<file path="config.mk">
export PLATFORM = sky130hd
export DESIGN_NAME = cmms_ram
export DESIGN_NICKNAME = d
export VERILOG_FILES = /design/src/rtl/column_min_max_scaler_assert.svh /design/src/rtl/cmms_ram.sv
export SDC_FILE = /design/constraint.sdc
export NUM_CORES = 2
export LEC_CHECK = 0
export ABC_CLOCK_PERIOD_IN_PS = 4900
export BUFFER_PORTS_ARGS = -buffer_cell sky130_fd_sc_hd__buf_2
export CAP_MARGIN = 0
export CORE_MARGIN = 1.5
export CORE_UTILIZATION = 30
export DETAILED_ROUTE_END_ITERATION = 8
export SLEW_MARGIN = 20
export SYNTH_ARGS = -nofsm -noshare
export SYNTH_HDL_FRONTEND = slang
export SYNTH_SLANG_ARGS = --single-unit
</file>
<file path="constraint.sdc">
create_clock -name clock -period 4.9 [get_ports clock]
set_input_delay 1.225 -clock clock [delete_from_list [all_inputs] [get_ports clock]]
set_output_delay 1.225 -clock clock [all_outputs]
set_load 0.1 [all_outputs]
</file>
<file path="src/rtl/column_min_max_scaler_assert.svh">
// assertion macros for the column min-max scaler
`ifndef COLUMN_MIN_MAX_SCALER_ASSERT_SVH
`define COLUMN_MIN_MAX_SCALER_ASSERT_SVH

// consequent holds in the same cycle as the antecedent
`define CMMS_ASSERT_SAME(label, clk, rst, ante, cons, msg) \
   label: assert property (@(posedge clk) disable iff (rst) (ante) |-> (cons)) \
      else $error(msg);

// consequent holds in the cycle after the antecedent
`define CMMS_ASSERT_NEXT(label, clk, rst, ante, cons, msg) \
   label: assert property (@(posedge clk) disable iff (rst) (ante) |=> (cons)) \
      else $error(msg);

`endif

</file>
<file path="src/rtl/cmms_ram.sv">
// generic single write port ram with registered read
`default_nettype none
module cmms_ram #(
   parameter int WIDTH = 32,
   parameter int DEPTH = 64
) (
   input  wire logic                                  clock,
   input  wire logic                                  we,
   input  wire logic [((DEPTH > 1) ? $clog2(DEPTH) : 1)-1:0] waddr,
   input  wire logic [WIDTH-1:0]                      wdata,
   input  wire logic [((DEPTH > 1) ? $clog2(DEPTH) : 1)-1:0] raddr,
   output logic      [WIDTH-1:0]                      rdata
);
   logic [WIDTH-1:0] mem_ff [DEPTH];
   logic [WIDTH-1:0] rdata_ff;

   always_ff @(posedge clock) begin
      if (we) begin
         mem_ff[waddr] <= wdata;
      end
      rdata_ff <= mem_ff[raddr];
   end

   assign rdata = rdata_ff;
endmodule
`default_nettype wire

</file>
==> flow_summary.toml <==
[logic_synthesis]
ys.flop_type = "edfxtp_1"
synthDistinctLibCells = 34
synthArstFlopShare_pct = 0
yosys-top-cells-area = "edfxtp_1, mux4_2, mux2i_1"
synth_cells = 3324
synth_edf_count = 2048
yosysSeqAreaShare_pct = 79.14
yosys-top-cells-count = "edfxtp_1, mux4_2, nor2_1, mux2i_1, o22ai_1"
synth.net_count = 3370
yosysTopAreaCellShare_pct = 78.33
yosys.area.top_type = "edfxtp_1"
syn_area_sq_um = 78520
ys_warn_count = 0
synth_most_common_cell = "edfxtp_1"
avgSynthCellArea_sq_um = 23.62
ys_ff_latch = 2080

[placement]
portBuffers = 77
place_congestion = 0.8166
hpwl_um = 118000
place_area_sq_um = 84850
place_inst = 6913

[sta]
max_freq_mhz = 264.0
setup_viol = 0
fin_worst_skew_ns = 0.04302
period_share_pct = 77.32
fin_tns_setup_ns = 0
tightest_slew_ns = 0.8845
rsz0062_at_grt = "false"
finalHoldViolations = 0
slew_headroom_pct = 40.86
period_minus_slack_ns = 3.789
drv_slew = 0

[layout]
regArea_sq_um = 62140
drive_gt1_share_pct = 30.50
final_area_sq_um = 91140
multiInputGateArea_sq_um = 15970
final_nets = 3670
fillers = 23670
area_delta_synth_final_pct = 16.08
instances_no_fill = 7287

[drt]
drt.antenna.violating_nets = 0
wl_per_cell_um = 28.01
drc = 0
first_iter_violations = 4210
routed_wl_um = 204100
vias_per_cell = 5.105
drtPass1Iterations = 7
vias = 37200

[clock_network]
clkLatencyLatePin_ns = 0.86
cts.path.max_buffers = 3
postCtsSetupRepairBufs = 0
cts_made_buffers = 205
cts_tree = "done"
cts_max_level = 4
cts_resized = 0
hold_buffers = 0
clk_pin_slew_ns = 0.06
clk_root_buffer_cell = "clkbuf_16"
clock_sinks = 2080

[floorplan]
die_x_um = 514.6
start_util_pct = 30.20
dieArea_sq_um = 264800
core_sq_um = 259900
pin_count = 78
row_count = 187
die_y_um = 514.6

[power]
internal_power_mw = 28.68
power.leakage_nw = 27.87
clkPwrFrac_pct = 40.4
p_seq_share_pct = 53.8
total_power_mw = 36.71
switching_share_pct = 21.88
pwr-share-comb_pct = 5.8
power_density_nw_per_um2 = 402.8
ir_worst_vdd_v = 0.0003870
p_switching_mw = 8.033

[status]
status = "complete, no violations"

[setup_path]
crit_path_start_kind = "input port"
critical_path_required_ns = 5.56
criticalPathCategory = "in -> reg"
reg2reg_slack_ns = 2.44
arrival_ns = 4.44
cp_max_fo = 34
end_kind = "flip-flop"

[global_routing]
antenna_found_initial = 27
grt_pass1_wl_um = 287300
grt_use_met1_pct = 21.01
gr-usage-met2_pct = 24.78
grt_pass1_vias = 37640
grt_max_degree = 70
overflow = 0
grt.busiest_layer = "met2"
grt_usage_pct = 15.28
grtUsageMet3_pct = 2.703

[worst_hold_path]
hp-class = "in -> reg"

[flow_run]
drv_cap = 0
==> worst paths after layout <==
| check | to | start | depth (start not counted) |
|---|---|---|---|
| max reg2reg | rdata[27] | mem_ff[31][27] | 4 |
| min reg2reg | rdata[8] | mem_ff[12][8] | 4 |
| min | mem_ff[7][24] | wdata[24] | 1 |
| max | rdata[27] | raddr[0] | 8 |
==> sequential cells by signal, indices dropped and copies added, names as in the netlist <==
| signal | count |
|---|---|
| rdata | 32 |
| mem_ff | 2048 |
==> logic make-up (layout without fill, tap and decap cells) <==
| group | Yosys count | after routing | share of synthesized area (%) |
|---|---|---|---|
| AO/OA/AOI/OAI | 202 | 202 | 1.673 |
| buffers and inverters | 182 | 642 | 1.128 |
| flip-flops | 2080 | 2080 | 79.14 |
| multiplexers | 637 | 637 | 16.79 |
| other | 0 | 7 | 0 |
| AND/OR/NAND/NOR | 223 | 223 | 1.265 |
==> layer usage <==
layer	share of wire, %	vias up
li1	-	14880
met1	42	20500
met2	48	1530
met3	7.2	284
met4	2.5	12
met5	0.038	-
==> per-stage QoR <==
step	hold slack, ns	util [%]	worst slack [ns]
6_report	0.7616	35.06	1.111
2_1_floorplan	0.6632	-	0.5152
4_1_cts	0.7029	35.04	1.075
5_1_grt	0.7363	35.06	1.020
3_5_place_dp	0.7411	32.64	0.1679
3_3_place_gp	0.7331	32.64	0.1897
==> cell usage in the layout (no fill, tap or decap), types with 3 or more instances in the layout <==
cell and n:
clkbuf_16 208, mux4_2 544, buf_4 171, and3_1 4, diode_2 7, clkbuf_8 6
nor2_4 62, nand2b_1 7, a22oi_1 12, or3b_2 3, nor3_1 5, bufinv_16 8
buf_12 37, nor2b_1 15, o32ai_1 4, mux2i_1 93, nand2_1 26, inv_6 6
nor2_1 75, edfxtp_1 2048, clkinv_2 29, clkinv_1 43, inv_16 3, buf_8 3
buf_2 63, a21oi_1 62, a41o_1 4, a311oi_1 8, clkbuf_1 58, dfxtp_1 32
or3_1 3, o22ai_1 84, o221ai_1 27, nand3b_1 5, nand3_1 5
==> layout make-up <==
type / count / share of cell area (%)
Sequential cell: 2080 / 68.18
Antenna cell: 7 / 0.01922
Multi-Input combinational cell: 1062 / 17.52
Clock inverter: 95 / 0.8100
Clock buffer: 272 / 6.041
Tap cell: 3496 / 4.799
Timing Repair Buffer: 275 / 2.629
==> power groups by stage <==
stage                     Clock, mW  Sequential [mW]  Combinational (mW)
after floorplan                   0             20.4               0.958
after global placement            0             20.2                2.13
after detailed placement          0             20.2                2.15
after CTS                      15.1             19.8                2.15
after global routing           15.7             19.8                2.23
final                          14.8             19.8                2.13
==> worst max-delay path: stages <==
cell and delay [ns]:
buf_8 0.32, buf_12 0.29, buf_12 0.27, buf_4 0.28
mux4_2 0.53, mux4_2 0.48, o22ai_1 0.65, nor2_1 0.25
(Power assumes the default switching activity.)
