===== src/rtl/column_min_max_scaler_assert.svh =====
// assertion macros for the column min-max scaler
`ifndef COLUMN_MIN_MAX_SCALER_ASSERT_SVH
`define COLUMN_MIN_MAX_SCALER_ASSERT_SVH

// consequent holds in the same cycle as the antecedent
`define CMMS_ASSERT_SAME(label, clk, rst, ante, cons, msg) \
   label: assert property (@(posedge clk) disable iff (rst) (ante) |-> (cons)) \
      else $error(msg);

// consequent holds in the cycle after the antecedent
`define CMMS_ASSERT_NEXT(label, clk, rst, ante, cons, msg) \
   label: assert property (@(posedge clk) disable iff (rst) (ante) |=> (cons)) \
      else $error(msg);

`endif


===== src/rtl/cmms_pkg.sv =====
// shared constants, codes and types of the column min-max scaler
`default_nettype none
package cmms_pkg;

   localparam int MAX_COLUMNS = 64;
   localparam int CIDX_W      = (MAX_COLUMNS > 1) ? $clog2(MAX_COLUMNS) : 1;
   localparam int DATA_W      = 32;
   localparam int COL_W       = 6;
   localparam int OP_W        = 3;
   localparam int ST_W        = 2;
   localparam int ALU_W       = DATA_W + 2;
   localparam int QUO_W       = DATA_W + 1;
   localparam int FRAC_W      = 16;
   localparam int DIV_STEPS   = QUO_W;
   localparam int CNT_W       = $clog2(DIV_STEPS + 1);

   localparam logic [DATA_W-1:0] SAT_MAX = {1'b0, {(DATA_W-1){1'b1}}};
   localparam logic [DATA_W-1:0] SAT_MIN = {1'b1, {(DATA_W-1){1'b0}}};

   typedef enum logic [OP_W-1:0] {
      OP_TRACK = 3'd0,
      OP_SCALE = 3'd1,
      OP_CLEAR = 3'd2,
      OP_LOAD  = 3'd3,
      OP_READ  = 3'd4
   } op_type;

   typedef enum logic [ST_W-1:0] {
      ST_OK         = 2'd0,
      ST_ZERO_RANGE = 2'd1,
      ST_SATURATED  = 2'd2,
      ST_NO_STATS   = 2'd3
   } status_type;

   typedef struct packed {
      logic [ALU_W-1:0] diff;
      logic             neg;
      logic             zero;
   } alu_res_type;

   typedef struct packed {
      logic              we;
      logic [CIDX_W-1:0] waddr;
      logic [CIDX_W-1:0] raddr;
      logic [DATA_W-1:0] wmin;
      logic [DATA_W-1:0] wmax;
   } ram_ctl_type;

   typedef struct packed {
      logic [DATA_W-1:0] scaled;
      logic [DATA_W-1:0] cmin;
      logic [DATA_W-1:0] cmax;
      status_type        status;
   } result_type;

endpackage
`default_nettype wire


===== src/rtl/cmms_alu.sv =====
// shared subtractor used for compares, ranges, negation and divide steps
`default_nettype none
module cmms_alu (
   input  wire logic [cmms_pkg::ALU_W-1:0] opa,
   input  wire logic [cmms_pkg::ALU_W-1:0] opb,
   output cmms_pkg::alu_res_type           res
);
   import cmms_pkg::*;

   logic [ALU_W-1:0] diff;

   assign diff     = opa - opb;
   assign res.diff = diff;
   assign res.neg  = diff[ALU_W-1];
   assign res.zero = (diff == '0);
endmodule
`default_nettype wire


===== config.mk =====
export PLATFORM = sky130hd
export DESIGN_NAME = cmms_alu
export DESIGN_NICKNAME = d
export VERILOG_FILES = /design/src/rtl/column_min_max_scaler_assert.svh /design/src/rtl/cmms_pkg.sv /design/src/rtl/cmms_alu.sv
export SDC_FILE = /design/constraint.sdc
export NUM_CORES = 1
export LEC_CHECK = 0
export ABC_AREA = 1
export BUFFER_PORTS_ARGS = -buffer_cell sky130_fd_sc_hd__buf_2
export CAP_MARGIN = 20
export CORE_MARGIN = 1
export CORE_UTILIZATION = 40
export DETAILED_ROUTE_END_ITERATION = 10
export PLACE_DENSITY_LB_ADDON = 0.08
export RECOVER_POWER = 50
export SLEW_MARGIN = 30
export SYNTH_ARGS = -nofsm -noshare
export SYNTH_HDL_FRONTEND = slang
export SYNTH_SLANG_ARGS = --single-unit

===== constraint.sdc =====
create_clock -name vclk -period 7.5
set_clock_uncertainty 0.1 [all_clocks]
set_input_delay 1.5 -clock vclk [all_inputs]
set_output_delay 1.5 -clock vclk [all_outputs]
set_load 0.1 [all_outputs]

==> metrics.yaml <==
global_route:
  grt_pass1_vias: 3193
  grt_pass1_wl_um: 14700
  antenna_found_initial: 0
  grt_use_total: 0.247
  grt.met2_usage: 0.407
  global_route.peak_usage_layer: "met2"
  grt_overflow_total: 0
  globalRouteMet3Util: 0.0204
  grt_start_max_net_pins: 7
  grtUsageMet1: 0.369
layout:
  antenna_cells_inserted: 0
  clockBufferCount: 0
  layout.area.seq_um2: 0
  sequential_cell_total: 0
  num-nets-final: 784
  filler_instances: 774
  syn2layout_area_growth_pct: 21.3
  fraction_of_final_layout_cells_with_drive_strength_greater_than_1: 0.165
  multi_input_comb_area_mm2: 0.00221
  postLayoutCoreUtil: 0.515
synth:
  syn_avg_cell_area_um2: 4.78
  synth_cell_type_count: 26
  syn-instance-count: 577
  register_area_share_after_synthesis: 0
  synth_warnings: 0
  synthesis.area_mm2: 0.00276
  postSynthNetCount: 679
route:
  first_pass_iters: 4
  postRouteWirelength_um: 9000
  route.antenna.remaining_nets: 0
  post-route-drc-count: 0
  detail_route.iter0.violations: 176
  dr_total_vias: 3644
  detail_route.wl_per_cell_um: 11.9
  via_per_inst: 4.81
worst_hold_path:
  min-delay-path-class: "input pin to primary output"
  hold_start: "opa[33]"
  min_delay_path_depth: 7
  hold_end: "res[35]"
setup_path:
  cp_top_family: "simple AND/OR/NAND/NOR gates"
  worstPathRequired_ns: 5.90
  path_cells: "buf_2 -> inv_1 -> ha_1 -> inv_1 -> fa_1 -> nand2_1 -> nand2_1 -> nand3_1 -> nand2_1 -> nand2_1 -> nand2_1 -> nand2_1 -> nand2_1 -> nor2_1 -> nand2_1 -> nor2_1 -> nand2_1 -> nor2_1 -> nand2_1 -> nor2_1 -> buf_2"
  critical-path-slowest-cell: "fa_1"
  worstSetupEndpointType: "primary output"
  worst_path_largest_cell_delay_ns: 0.43
  cp.arrival_ns: 4.13
  critPathMaxFanout: 4
  crit_type: "input pin to primary output"
  worstPathBufferInverterCount: 4
  start_kind: "input pin"
  worst_path_most_repeated_cell: "nand2_1"
clock_network:
  cts_post_setup_buffers_inserted: 0
  post_cts.resized_instances: 0
  cts_hold_buffers: 0
place:
  preCtsSetupSlack_ns: 1.79
  dp_hpwl_um: 8200
  port_buffers: 104
  place_congestion: 0.957
pwr:
  maximum_ir_drop_on_the_vdd_rail_v: 0.000101
  p_int_uw: 106
  share_comb_of_total_power: 1.000
  p_sw_uw: 438
  cellPowerDensity_mw_per_mm2: 162
  clock_power_share: 0
  power.share.sequential: 0
  p_sw_frac: 0.806
  leak_pwr_uw: 0.00225
floorplan:
  floorplan_die_height_um: 85.1
  start_util: 0.425
  fp.coreArea_mm2: 0.00649
  design.portCount: 104
  die-width_um: 85.1
  placement_rows: 29
  die-area_mm2: 0.00723
timing:
  endpoints_failing_hold: 0
  setup_viol: 0
  worst_slew_margin_rel: 0.199
  final_min_period_over_clock_period: 0.763
  grt_setup_unrepaired: "false"
  postLayoutSetupSlackWorst_ns: 1.77
  max_freq_ghz: 0.175
  setup_total_negative_slack_ns: 0
  timing.final.max_slew_violations: 0
  worstMarginPinSlew_ns: 1.21
  final.min_clock_period_ns: 5.73
outcome:
  run_status: "finished clean"
job:
  cap_violations: 0
## cells in the mapped netlist, types with 6 or more instances
master,number,share of area
nand2_1,207,0.28
a21oi_1,25,0.045
nor3_1,6,0.011
nand3_1,44,0.080
nor2_1,57,0.078
nand2_2,16,0.036
o21ai_0,6,0.011
nand4_1,6,0.014
xor2_1,7,0.022
ha_1,33,0.15
inv_1,143,0.19
## worst max path at each step
stage	startpoint	endpoint	slack [ns]	cells after the start
6_report	opa[0]	res[0]	1.77	21
5_1_grt	opa[0]	res[0]	1.57	21
3_5_place_dp	opa[0]	res[0]	1.79	21
2_1_floorplan	opa[0]	res[0]	0.88	19
3_3_place_gp	opa[0]	res[0]	1.81	21
4_1_cts	opa[0]	res[0]	1.79	21
## power groups by stage
stage          combinational, µW  clock (µW)  sequential, µW
3_5_place_dp                 546           0               0
4_1_cts                      548           0               0
2_1_floorplan                446           0               0
3_3_place_gp                 544           0               0
5_1_grt                      580           0               0
6_report                     544           0               0
## logic make-up after synthesis
group,count (synthesis),share of synthesized area
AO/OA/AOI/OAI,38,0.0762
buffers and inverters,145,0.199
AND/OR/NAND/NOR,350,0.537
adder cells (fa/ha/maj),34,0.157
XOR/XNOR,10,0.0317
## per-stage QoR
stage          cell area [µm²]  std cells  hold WS (ns)  total power (µW)
2_1_floorplan             2760        577          3.36               446
3_3_place_gp              3370        757          3.41               544
3_5_place_dp              3370        757          3.43               546
4_1_cts                   3370        757          3.43               548
5_1_grt                   3350        757          3.66               580
6_report                  3350        757          3.55               544
## area by class of cell
| type | instances | area share |
|---|---|---|
| multi-input cells | 432 | 0.661 |
| inverters | 144 | 0.162 |
| repair buffers | 104 | 0.149 |
| well taps | 77 | 0.0288 |
## per-layer routing
metal / part of all wire / up-vias
met5: 0 / -
met4: 0.0029 / 0
met3: 0.063 / 2
met2: 0.42 / 118
met1: 0.51 / 1571
li1: - / 1953
## worst min-delay path, delay by kind of cell
kind | cells | cell delay (ns)
xor gates and xnor gates | 1 | 0.07
and+or+nand+nor | 2 | 0.11
buffers and inverters | 4 | 0.46
## placed cells by master (no fill, tap or decap)
master | netlist | layout
o311ai_0 | 1 | 1
and2_1 | 2 | 2
nand2_2 | 16 | 16
ha_1 | 33 | 33
nor3_1 | 6 | 6
o21ai_0 | 6 | 6
nand3_1 | 44 | 44
xor2_1 | 7 | 7
nor3_2 | 1 | 1
xnor2_1 | 3 | 3
fa_1 | 1 | 1
nand4_1 | 6 | 6
buf_2 | 0 | 86
nor4_1 | 3 | 3
nor2_2 | 3 | 3
inv_2 | 1 | 1
clkbuf_1 | 0 | 18
nand3b_1 | 2 | 2
nor2_1 | 57 | 57
a21oi_1 | 25 | 25
nand2_1 | 207 | 207
or2_1 | 1 | 1
inv_1 | 143 | 143
o21bai_1 | 2 | 2
a21oi_2 | 3 | 3
o21ai_1 | 1 | 1
nand3_2 | 2 | 2
No activity file was read; power rests on OpenSTA's default activity.
